## src/rtl/spwa_pkg.sv

```systemverilog
// Shared constants and helpers for the sorted position weight aggregator.
// Holds default widths, the fixed sum and weight widths and the command word size.
// Depends on nothing; every other file imports it.
package spwa_pkg;

  // Default transcript id and position widths
  localparam int DEF_ID_BITS  = 16;
  localparam int DEF_POS_BITS = 24;

  // Fixed field widths
  localparam int WEIGHT_W = 32;
  localparam int SUM_W    = 48;

  // Depth of the queue between the front and back parts
  localparam int CMD_DEPTH = 4;

  // Bits of one emit descriptor: valid, ends, split, tid, pos, sum, pad, count
  function automatic int desc_bits(input int id_bits, input int pos_bits);
    desc_bits = 3 + id_bits + SUM_W + 3 * pos_bits + 1;
  endfunction

  // A command carries two descriptors: the run closed by the item, and the flush
  function automatic int cmd_bits(input int id_bits, input int pos_bits);
    cmd_bits = 2 * desc_bits(id_bits, pos_bits);
  endfunction

endpackage

```

## src/rtl/spwa_front.sv

```systemverilog
// Front part: accepts records, merges runs and classifies what must be emitted.
// Produces one command word per record that closes a run or flushes the block.
// Depends on spwa_pkg.
module spwa_front #(
  parameter int ID_BITS  = spwa_pkg::DEF_ID_BITS,
  parameter int POS_BITS = spwa_pkg::DEF_POS_BITS,
  parameter int CMD_W    = spwa_pkg::cmd_bits(ID_BITS, POS_BITS)
) (
  input  logic                          clk,
  input  logic                          rst,
  input  logic                          push,
  output logic                          full,
  input  logic [ID_BITS-1:0]            transcript_index,
  input  logic [POS_BITS-1:0]           position,
  input  logic [spwa_pkg::WEIGHT_W-1:0] weight,
  input  logic [POS_BITS:0]             transcript_length,
  input  logic                          last_item,
  output logic                          cmd_push,
  input  logic                          cmd_full,
  output logic [CMD_W-1:0]              cmd_data
);
  import spwa_pkg::*;

  typedef struct packed {
    logic                vld;
    logic                ends;
    logic                split;
    logic [ID_BITS-1:0]  tid;
    logic [POS_BITS-1:0] pos;
    logic [SUM_W-1:0]    sum;
    logic [POS_BITS-1:0] pad;
    logic [POS_BITS:0]   cnt;
  } desc_t;

  localparam logic [POS_BITS:0] CNT_MAX = '1;

  // Saturating entry counter step
  function automatic logic [POS_BITS:0] count_up(input logic [POS_BITS:0] c);
    count_up = (c == CNT_MAX) ? CNT_MAX : c + 1'b1;
  endfunction

  // Run state
  logic                run_valid;
  logic [ID_BITS-1:0]  run_transcript;
  logic [POS_BITS-1:0] run_position;
  logic [SUM_W-1:0]    run_sum;
  logic [POS_BITS:0]   run_length;
  logic [POS_BITS:0]   entries_so_far;

  logic                accept;
  logic                same_t;
  logic                same_p;
  logic [SUM_W:0]      sum_wide;
  logic [SUM_W-1:0]    sum_sat;
  logic [POS_BITS:0]   len_m1;
  logic [POS_BITS:0]   cnt_a;
  logic [POS_BITS-1:0] run_position_next;
  logic [SUM_W-1:0]    run_sum_next;
  logic [POS_BITS:0]   run_length_next;
  logic [POS_BITS:0]   entries_so_far_next;
  logic [POS_BITS:0]   len_m1_b;
  logic [POS_BITS:0]   cnt_b;
  desc_t               cmd_a;
  desc_t               cmd_b;

  assign full   = cmd_full;
  assign accept = push && !cmd_full;

  // Classify the record against the open run
  assign same_t   = run_valid && (transcript_index == run_transcript);
  assign same_p   = (position == run_position);
  assign sum_wide = {1'b0, run_sum} + {{(SUM_W + 1 - WEIGHT_W){1'b0}}, weight};
  assign sum_sat  = sum_wide[SUM_W] ? {SUM_W{1'b1}} : sum_wide[SUM_W-1:0];

  // Descriptor for the run this record closes
  assign len_m1 = run_length - 1'b1;
  assign cnt_a  = count_up(entries_so_far);

  always_comb begin
    cmd_a.vld   = run_valid && (!same_t || !same_p);
    cmd_a.ends  = !same_t;
    cmd_a.tid   = run_transcript;
    cmd_a.pos   = run_position;
    cmd_a.sum   = run_sum;
    cmd_a.pad   = len_m1[POS_BITS-1:0];
    cmd_a.split = !same_t && (run_position != len_m1[POS_BITS-1:0]);
    cmd_a.cnt   = cmd_a.split ? count_up(cnt_a) : cnt_a;
  end

  // State after merging the record
  always_comb begin
    run_position_next = position;
    if (same_t) begin
      run_length_next     = run_length;
      run_sum_next        = same_p ? sum_sat : {{(SUM_W - WEIGHT_W){1'b0}}, weight};
      entries_so_far_next = same_p ? entries_so_far : cnt_a;
    end else begin
      run_length_next     = transcript_length;
      run_sum_next        = {{(SUM_W - WEIGHT_W){1'b0}}, weight};
      entries_so_far_next = '0;
    end
  end

  // Descriptor for the flush on the last record
  assign len_m1_b = run_length_next - 1'b1;
  assign cnt_b    = count_up(entries_so_far_next);

  always_comb begin
    cmd_b.vld   = last_item;
    cmd_b.ends  = 1'b1;
    cmd_b.tid   = transcript_index;
    cmd_b.pos   = run_position_next;
    cmd_b.sum   = run_sum_next;
    cmd_b.pad   = len_m1_b[POS_BITS-1:0];
    cmd_b.split = (run_position_next != len_m1_b[POS_BITS-1:0]);
    cmd_b.cnt   = cmd_b.split ? count_up(cnt_b) : cnt_b;
  end

  assign cmd_push = accept && (cmd_a.vld || last_item);
  assign cmd_data = {cmd_a, cmd_b};

  // Advance the run state on each transaction; drop it after a flush
  always_ff @(posedge clk) begin
    if (rst || (accept && last_item)) begin
      run_valid      <= 1'b0;
      run_transcript <= '0;
      run_position   <= '0;
      run_sum        <= '0;
      run_length     <= '0;
      entries_so_far <= '0;
    end else if (accept) begin
      run_valid      <= 1'b1;
      run_transcript <= transcript_index;
      run_position   <= run_position_next;
      run_sum        <= run_sum_next;
      run_length     <= run_length_next;
      entries_so_far <= entries_so_far_next;
    end
  end

endmodule

```

## src/rtl/spwa_cmd_fifo.sv

```systemverilog
// Short command queue between the front and back parts.
// Register-based, head read directly; depth from the package.
// Depends on spwa_pkg.
module spwa_cmd_fifo #(
  parameter int WIDTH = 1,
  parameter int DEPTH = spwa_pkg::CMD_DEPTH
) (
  input  logic             clk,
  input  logic             rst,
  input  logic             push,
  input  logic [WIDTH-1:0] push_data,
  output logic             full,
  input  logic             pop,
  output logic [WIDTH-1:0] head,
  output logic             empty
);
  import spwa_pkg::*;

  localparam int PTR_W = (DEPTH > 1) ? $clog2(DEPTH) : 1;
  localparam int CNT_W = $clog2(DEPTH + 1);
  localparam logic [CNT_W-1:0] FULL_CNT = CNT_W'(DEPTH);
  localparam logic [PTR_W-1:0] LAST_PTR = PTR_W'(DEPTH - 1);

  logic [WIDTH-1:0] slots [DEPTH];
  logic [PTR_W-1:0] wptr;
  logic [PTR_W-1:0] rptr;
  logic [CNT_W-1:0] count;
  logic             do_push;
  logic             do_pop;

  assign full    = (count == FULL_CNT);
  assign empty   = (count == '0);
  assign do_push = push && !full;
  assign do_pop  = pop && !empty;
  assign head    = slots[rptr];

  // Store incoming commands
  always_ff @(posedge clk) begin
    if (do_push) begin
      slots[wptr] <= push_data;
    end
  end

  // Advance pointers and occupancy
  always_ff @(posedge clk) begin
    if (rst) begin
      wptr  <= '0;
      rptr  <= '0;
      count <= '0;
    end else begin
      if (do_push) begin
        wptr <= (wptr == LAST_PTR) ? '0 : wptr + 1'b1;
      end
      if (do_pop) begin
        rptr <= (rptr == LAST_PTR) ? '0 : rptr + 1'b1;
      end
      if (do_push && !do_pop) begin
        count <= count + 1'b1;
      end else if (do_pop && !do_push) begin
        count <= count - 1'b1;
      end
    end
  end

endmodule

```

## src/rtl/spwa_back.sv

```systemverilog
// Back part: expands each command into one to four result entries.
// Steps through run and padding entries and holds them in an output register.
// Depends on spwa_pkg.
module spwa_back #(
  parameter int ID_BITS  = spwa_pkg::DEF_ID_BITS,
  parameter int POS_BITS = spwa_pkg::DEF_POS_BITS,
  parameter int CMD_W    = spwa_pkg::cmd_bits(ID_BITS, POS_BITS)
) (
  input  logic                       clk,
  input  logic                       rst,
  input  logic [CMD_W-1:0]           cmd_data,
  input  logic                       cmd_empty,
  output logic                       cmd_pop,
  output logic                       empty,
  input  logic                       pop,
  output logic [ID_BITS-1:0]         out_transcript_index,
  output logic [POS_BITS-1:0]        out_position,
  output logic [spwa_pkg::SUM_W-1:0] summed_weight,
  output logic                       end_of_transcript,
  output logic [POS_BITS:0]          entry_count,
  output logic                       end_of_stream
);
  import spwa_pkg::*;

  typedef struct packed {
    logic                vld;
    logic                ends;
    logic                split;
    logic [ID_BITS-1:0]  tid;
    logic [POS_BITS-1:0] pos;
    logic [SUM_W-1:0]    sum;
    logic [POS_BITS-1:0] pad;
    logic [POS_BITS:0]   cnt;
  } desc_t;

  typedef struct packed {
    desc_t a;
    desc_t b;
  } cmd_t;

  typedef enum logic [1:0] {
    STEP_A_RUN,
    STEP_A_PAD,
    STEP_B_RUN,
    STEP_B_PAD
  } step_t;

  cmd_t                cmd;
  step_t               step;
  step_t               cur;
  step_t               nxt;
  logic                out_valid;
  logic                load;
  logic                done;
  logic [ID_BITS-1:0]  r_tid;
  logic [POS_BITS-1:0] r_pos;
  logic [SUM_W-1:0]    r_sum;
  logic                r_eot;
  logic [POS_BITS:0]   r_cnt;

  assign cmd = cmd_data;

  // Skip the closed-run entries when the command only flushes
  assign cur = (step == STEP_A_RUN && !cmd.a.vld) ? STEP_B_RUN : step;

  // Build the entry for the current step
  always_comb begin
    r_tid = cmd.a.tid;
    r_pos = cmd.a.pos;
    r_sum = cmd.a.sum;
    r_eot = 1'b0;
    r_cnt = '0;
    done  = 1'b1;
    nxt   = STEP_A_RUN;
    case (cur)
      STEP_A_RUN: begin
        r_eot = cmd.a.ends && !cmd.a.split;
        r_cnt = r_eot ? cmd.a.cnt : '0;
        done  = !cmd.a.split && !cmd.b.vld;
        nxt   = cmd.a.split ? STEP_A_PAD : STEP_B_RUN;
      end
      STEP_A_PAD: begin
        r_pos = cmd.a.pad;
        r_sum = '0;
        r_eot = 1'b1;
        r_cnt = cmd.a.cnt;
        done  = !cmd.b.vld;
        nxt   = STEP_B_RUN;
      end
      STEP_B_RUN: begin
        r_tid = cmd.b.tid;
        r_pos = cmd.b.pos;
        r_sum = cmd.b.sum;
        r_eot = !cmd.b.split;
        r_cnt = r_eot ? cmd.b.cnt : '0;
        done  = !cmd.b.split;
        nxt   = STEP_B_PAD;
      end
      STEP_B_PAD: begin
        r_tid = cmd.b.tid;
        r_pos = cmd.b.pad;
        r_sum = '0;
        r_eot = 1'b1;
        r_cnt = cmd.b.cnt;
        done  = 1'b1;
        nxt   = STEP_A_RUN;
      end
      default: begin
        done = 1'b1;
        nxt  = STEP_A_RUN;
      end
    endcase
  end

  assign load    = !cmd_empty && (!out_valid || pop);
  assign cmd_pop = load && done;
  assign empty   = !out_valid;

  // Hold the step and the output entry; advance when the slot frees up
  always_ff @(posedge clk) begin
    if (rst) begin
      step      <= STEP_A_RUN;
      out_valid <= 1'b0;
    end else begin
      if (load) begin
        step      <= done ? STEP_A_RUN : nxt;
        out_valid <= 1'b1;
      end else if (pop) begin
        out_valid <= 1'b0;
      end
    end
    if (load) begin
      out_transcript_index <= r_tid;
      out_position         <= r_pos;
      summed_weight        <= r_sum;
      end_of_transcript    <= r_eot;
      entry_count          <= r_cnt;
      end_of_stream        <= done && (cur == STEP_B_RUN || cur == STEP_B_PAD);
    end
  end

endmodule

```

## src/rtl/sorted_position_weight_aggregator_unit.sv

```systemverilog
// Sorted position weight aggregator: sums weights per distinct position of a
// transcript-sorted record stream and closes each transcript with a count.
//
// Input channel: a record is taken on a clock edge with push high and full low.
// Result channel: while empty is low the oldest entry sits on the result ports;
// pop high on a clock edge takes it.
// A position's entry comes out after the record that ends its run (a new
// position, a new transcript or last_item). A closing transcript adds a zero
// padding entry at length-1 unless the last position already was length-1;
// the final entry carries end_of_transcript and entry_count. last_item flushes
// everything and marks the final entry with end_of_stream.
// Throughput: one record per cycle while full is low. Each result occupies the
// output register until popped, so a record causing up to four results holds
// the back end until all are taken. The front merge and command queue write
// happen at the accepting edge; the output register loads once it is free.
// Reset (rst, synchronous) drops the open run, empties the four-entry command
// queue and the output register. While the receiver stalls the output register
// holds; the command queue fills and full rises when it has no room left.
// Depends on spwa_pkg, spwa_front, spwa_cmd_fifo, spwa_back.
module sorted_position_weight_aggregator_unit #(
  parameter int ID_BITS  = spwa_pkg::DEF_ID_BITS,
  parameter int POS_BITS = spwa_pkg::DEF_POS_BITS
) (
  input  logic                          clk,
  input  logic                          rst,
  input  logic                          push,
  output logic                          full,
  input  logic [ID_BITS-1:0]            transcript_index,
  input  logic [POS_BITS-1:0]           position,
  input  logic [spwa_pkg::WEIGHT_W-1:0] weight,
  input  logic [POS_BITS:0]             transcript_length,
  input  logic                          last_item,
  output logic                          empty,
  input  logic                          pop,
  output logic [ID_BITS-1:0]            out_transcript_index,
  output logic [POS_BITS-1:0]           out_position,
  output logic [spwa_pkg::SUM_W-1:0]    summed_weight,
  output logic                          end_of_transcript,
  output logic [POS_BITS:0]             entry_count,
  output logic                          end_of_stream
);
  import spwa_pkg::*;

  localparam int CMD_W = cmd_bits(ID_BITS, POS_BITS);

  logic             cmd_push;
  logic             cmd_full;
  logic [CMD_W-1:0] cmd_in;
  logic [CMD_W-1:0] cmd_head;
  logic             cmd_empty;
  logic             cmd_pop;

  // Merge records and classify emits
  spwa_front #(
    .ID_BITS  (ID_BITS),
    .POS_BITS (POS_BITS),
    .CMD_W    (CMD_W)
  ) u_front (
    .clk               (clk),
    .rst               (rst),
    .push              (push),
    .full              (full),
    .transcript_index  (transcript_index),
    .position          (position),
    .weight            (weight),
    .transcript_length (transcript_length),
    .last_item         (last_item),
    .cmd_push          (cmd_push),
    .cmd_full          (cmd_full),
    .cmd_data          (cmd_in)
  );

  // Decouple front and back
  spwa_cmd_fifo #(
    .WIDTH (CMD_W),
    .DEPTH (CMD_DEPTH)
  ) u_cmd_fifo (
    .clk       (clk),
    .rst       (rst),
    .push      (cmd_push),
    .push_data (cmd_in),
    .full      (cmd_full),
    .pop       (cmd_pop),
    .head      (cmd_head),
    .empty     (cmd_empty)
  );

  // Expand commands into result entries
  spwa_back #(
    .ID_BITS  (ID_BITS),
    .POS_BITS (POS_BITS),
    .CMD_W    (CMD_W)
  ) u_back (
    .clk                  (clk),
    .rst                  (rst),
    .cmd_data             (cmd_head),
    .cmd_empty            (cmd_empty),
    .cmd_pop              (cmd_pop),
    .empty                (empty),
    .pop                  (pop),
    .out_transcript_index (out_transcript_index),
    .out_position         (out_position),
    .summed_weight        (summed_weight),
    .end_of_transcript    (end_of_transcript),
    .entry_count          (entry_count),
    .end_of_stream        (end_of_stream)
  );

endmodule
```

## config.mk

```make
export PLATFORM = sky130hd
export DESIGN_NAME = sorted_position_weight_aggregator_unit
export DESIGN_NICKNAME = d
export VERILOG_FILES = /design/src/rtl/spwa_pkg.sv /design/src/rtl/spwa_front.sv /design/src/rtl/spwa_cmd_fifo.sv /design/src/rtl/spwa_back.sv /design/src/rtl/sorted_position_weight_aggregator_unit.sv
export SDC_FILE = /design/constraint.sdc
export NUM_CORES = 2
export LEC_CHECK = 0
export BUFFER_PORTS_ARGS = -buffer_cell sky130_fd_sc_hd__buf_2
export CAP_MARGIN = 20
export CORE_UTILIZATION = 65
export DETAILED_ROUTE_END_ITERATION = 7
export PLACE_DENSITY_LB_ADDON = 0.3
export SYNTH_ARGS = -nofsm -noshare
export SYNTH_HDL_FRONTEND = slang
export SYNTH_SLANG_ARGS = --single-unit
export TNS_END_PERCENT = 30
```

## constraint.sdc

```tcl
create_clock -name clk -period 25.1 [get_ports clk]
set_input_delay 1.255 -clock clk [delete_from_list [all_inputs] [get_ports clk]]
set_output_delay 1.255 -clock clk [all_outputs]
set_load 0.02 [all_outputs]
```

==> results.cfg <==
[power_and_ir_drop]
p_sw_frac = 0.2959
peakVddDrop_v = 0.00009788
p_clk_frac = 0.317
power.total_w = 0.006493
pwr_density_cell_mw_per_mm2 = 96.54
seqPwrFrac = 0.463
switching_power_w = 0.001922
p_leak_nw = 22.60
intPower_w = 0.004571
pwr-share-comb = 0.220

[global_route]
first_global_vias = 36210
grt.overflow.total = 0
grt_use_total = 0.3125
antenna_found_initial = 21
grt_pass1_wl_um = 220400
grt_start_max_net_pins = 160

[detailed_routing]
wl_met2_um = 71090
ant_nets = 0
drc = 0
wl_per_cell_um = 26.10
wl_met3_um = 13150
first_pass_iters = 6
viasPerCell = 6.633
wl_um = 146000
met1Wirelength_um = 57340
vias = 37100
drt_iter0_drc = 4183
highest_layer = met5

[worst_setup_path]
critPathMaxFanout = 34
critical_path_arrival_ps = 8640
required_ps = 25560
path_class = primary input to flip-flop
reg2regPathDepth = 18
crit_path_end_kind = flip-flop
cp-start-kind = primary input

[synthesis]
ys.flop_type = edfxtp_1
avgSynthCellArea_um2 = 14.94
syn_area_mm2 = 0.06050
synth_cell_type_count = 109
ys_async_sr_fraction = 0
ys_warn_count = 0
ys_ff_latch = 1381
yosys.cell_count.top_type = edfxtp_1
yosys.area.top_type = edfxtp_1
synthTopCellsByCount = edfxtp_1, nand2_1, a21oi_1
synth_edf_count = 1231
synth_area_leaders = edfxtp_1, mux4_2, dfxtp_1, nand2_1, a21oi_1
synth.yosys.seq_area_share = 0.6606
syn_inst = 4050
syn_nets = 4198
netlist.area_leader.share = 0.6110

[placed_design]
dp.cells = 5318
dp_hpwl_um = 86950
portBuffers = 217
place_congestion = 0.9604
place_ws_ps = 16490

[clock_network]
cts_tree = done
cts_resized = 0
clkTransAtPathRegs_ps = 60
hold_buffers = 0
numCtsBuffers = 141
cts_htree_levels = 4
clock-sinks = 1381
clock_path_buffers = 3
cts-root-buf = clkbuf_16
worstSkewPairLatency_ps = 750
cts_setup_buffers = 0

[floorplanning]
fp.dieW_um = 307.1
initial_core_util = 0.6581
die_h_um = 307.1
io_pins = 219
core_mm2 = 0.09194
die_area_mm2 = 0.09430
num_rows = 111

[finish]
layout-drive-gt1-share = 0.2005
nNetsFinal = 4367
multiInputGateArea_mm2 = 0.01936
ff_latch_area_mm2 = 0.03998
stdcell_count = 5593
nFillCells = 5652
syn_to_final_growth_pct = 11.16

[min_path]
hold_class = flip-flop to flip-flop
hold_path_depth = 2

[outcome]
outcome = complete, no violations

[flow_run]
drv_cap = 0

[sta]
max_slew_margin = 0.1643
setup_tns_ps = 0
max_slew.worst_pin.slew_ps = 1242
layout_setup_ws_ps = 16920
report.final.slew_viol_count = 0
finalCriticalPeriod_ps = 8182
setup_viol = 0
finalCritPeriodShare = 0.3260
fmax_mhz = 122.2
hold_viol_final = 0
fin_skew_ps = 27.76
rsz0062_at_grt = no
power groups by stage:
stage                     clock (W)  combinational [W]  sequential [W]
final                       0.00206            0.00143         0.00301
after CTS                   0.00208            0.00143         0.00301
after global routing        0.00217            0.00152         0.00303
after detailed placement          0            0.00141         0.00305
after global placement            0            0.00138         0.00303
after floorplan                   0           0.000840         0.00317
routing by layer:
layer,track usage,up-vias
li1,-,16130
met1,0.4369,18710
met2,0.4982,1917
met3,0.06065,330
met4,0.1083,14
met5,0,-
flip-flops by register name (all words and copies together), names as in the netlist, named ones only:
register and cells:
u_front.entries_so_far 25, u_cmd_fifo.wptr 2, u_front.run_position 24, u_front.run_transcript 16
u_cmd_fifo.count 3, u_back.entry_count 25, u_back.step 2, u_back.summed_weight 48
u_back.end_of_transcript 1, u_cmd_fifo.rptr 2, u_back.out_transcript_index 16, u_cmd_fifo.slots 1116
u_front.run_length 24, u_back.out_position 24, u_back.end_of_stream 1, u_front.run_sum 48
u_back.out_valid 1, u_front.run_valid 1
placed cells by master (no fill, tap or decap), types with 26 or more instances in the layout:
cell	instances
nand2_1	458
nand3_1	59
a21o_1	29
dfxtp_1	146
clkbuf_1	33
a211oi_1	47
buf_4	46
ha_1	44
edfxtp_1	1231
inv_1	60
a31oi_1	47
and2_1	37
o2bb2ai_1	26
and3_1	33
o21ai_0	67
a21oi_1	294
mux4_2	279
mux2i_1	59
xnor2_1	86
clkbuf_16	148
nand4_1	32
or3_1	27
nor2_1	201
buf_2	217
nor3_1	59
xor2_1	106
worst max-delay path, cell delays in order:
cell,delay [ps]
buf_2,140
xnor2_1,220
nand4_1,450
nor4_1,1160
and2_1,280
buf_4,420
and3_1,330
ha_1,530
o2111ai_1,400
a21oi_1,260
nor4b_2,800
nand3_2,570
nand2_1,300
ha_1,220
a21bo_2,300
and4b_1,370
a211oi_1,110
a31oi_1,490
layout make-up:
class / instances / area share
repair buffers: 267 / 0.02247
clock buffers: 189 / 0.05855
clock inverters: 70 / 0.009339
flip-flops and latches: 1381 / 0.5945
multi-input cells: 2364 / 0.2878
diodes: 15 / 0.0005581
inverters: 64 / 0.003646
well taps: 1243 / 0.02312
final timing paths:
| check | start | end | slack, ps |
|---|---|---|---|
| hold / removal | u_cmd_fifo.rptr[1]$_SDFFE_PP0P_ | flip-flop | 490 |
| setup / recovery | transcript_index[9] | u_cmd_fifo.slots[1][18]$_DFFE_PP_ | 16920 |
| hold reg to reg | u_cmd_fifo.rptr[1]$_SDFFE_PP0P_ | flip-flop | 490 |
| setup reg to reg | u_front.entries_so_far[0]$_SDFFE_PP0P_ | u_cmd_fifo.slots[1][18]$_DFFE_PP_ | 17150 |
metrics by stage:
stage / area (µm²) / hold slack (ps) / util
floorplan: 60500 / 445.5 / -
global placement: 62630 / 463.0 / 0.6812
detailed placement: 62630 / 471.4 / 0.6812
CTS: 67200 / 487.9 / 0.7309
global route: 67230 / 524.2 / 0.7313
finish: 67250 / 489.3 / 0.7315
kinds of logic after synthesis:
kind of cell,count (synthesis),share of synthesized area
flip-flops,1381,0.6606
AND/OR/NAND/NOR,1073,0.08791
multiplexers,362,0.1181
XOR/XNOR,201,0.03121
AO/OA/AOI/OAI,682,0.07213
buffers and inverters,305,0.02029
adder cells (fa/ha/maj),46,0.009761
Note: power is estimated with default switching activity, not from simulation.
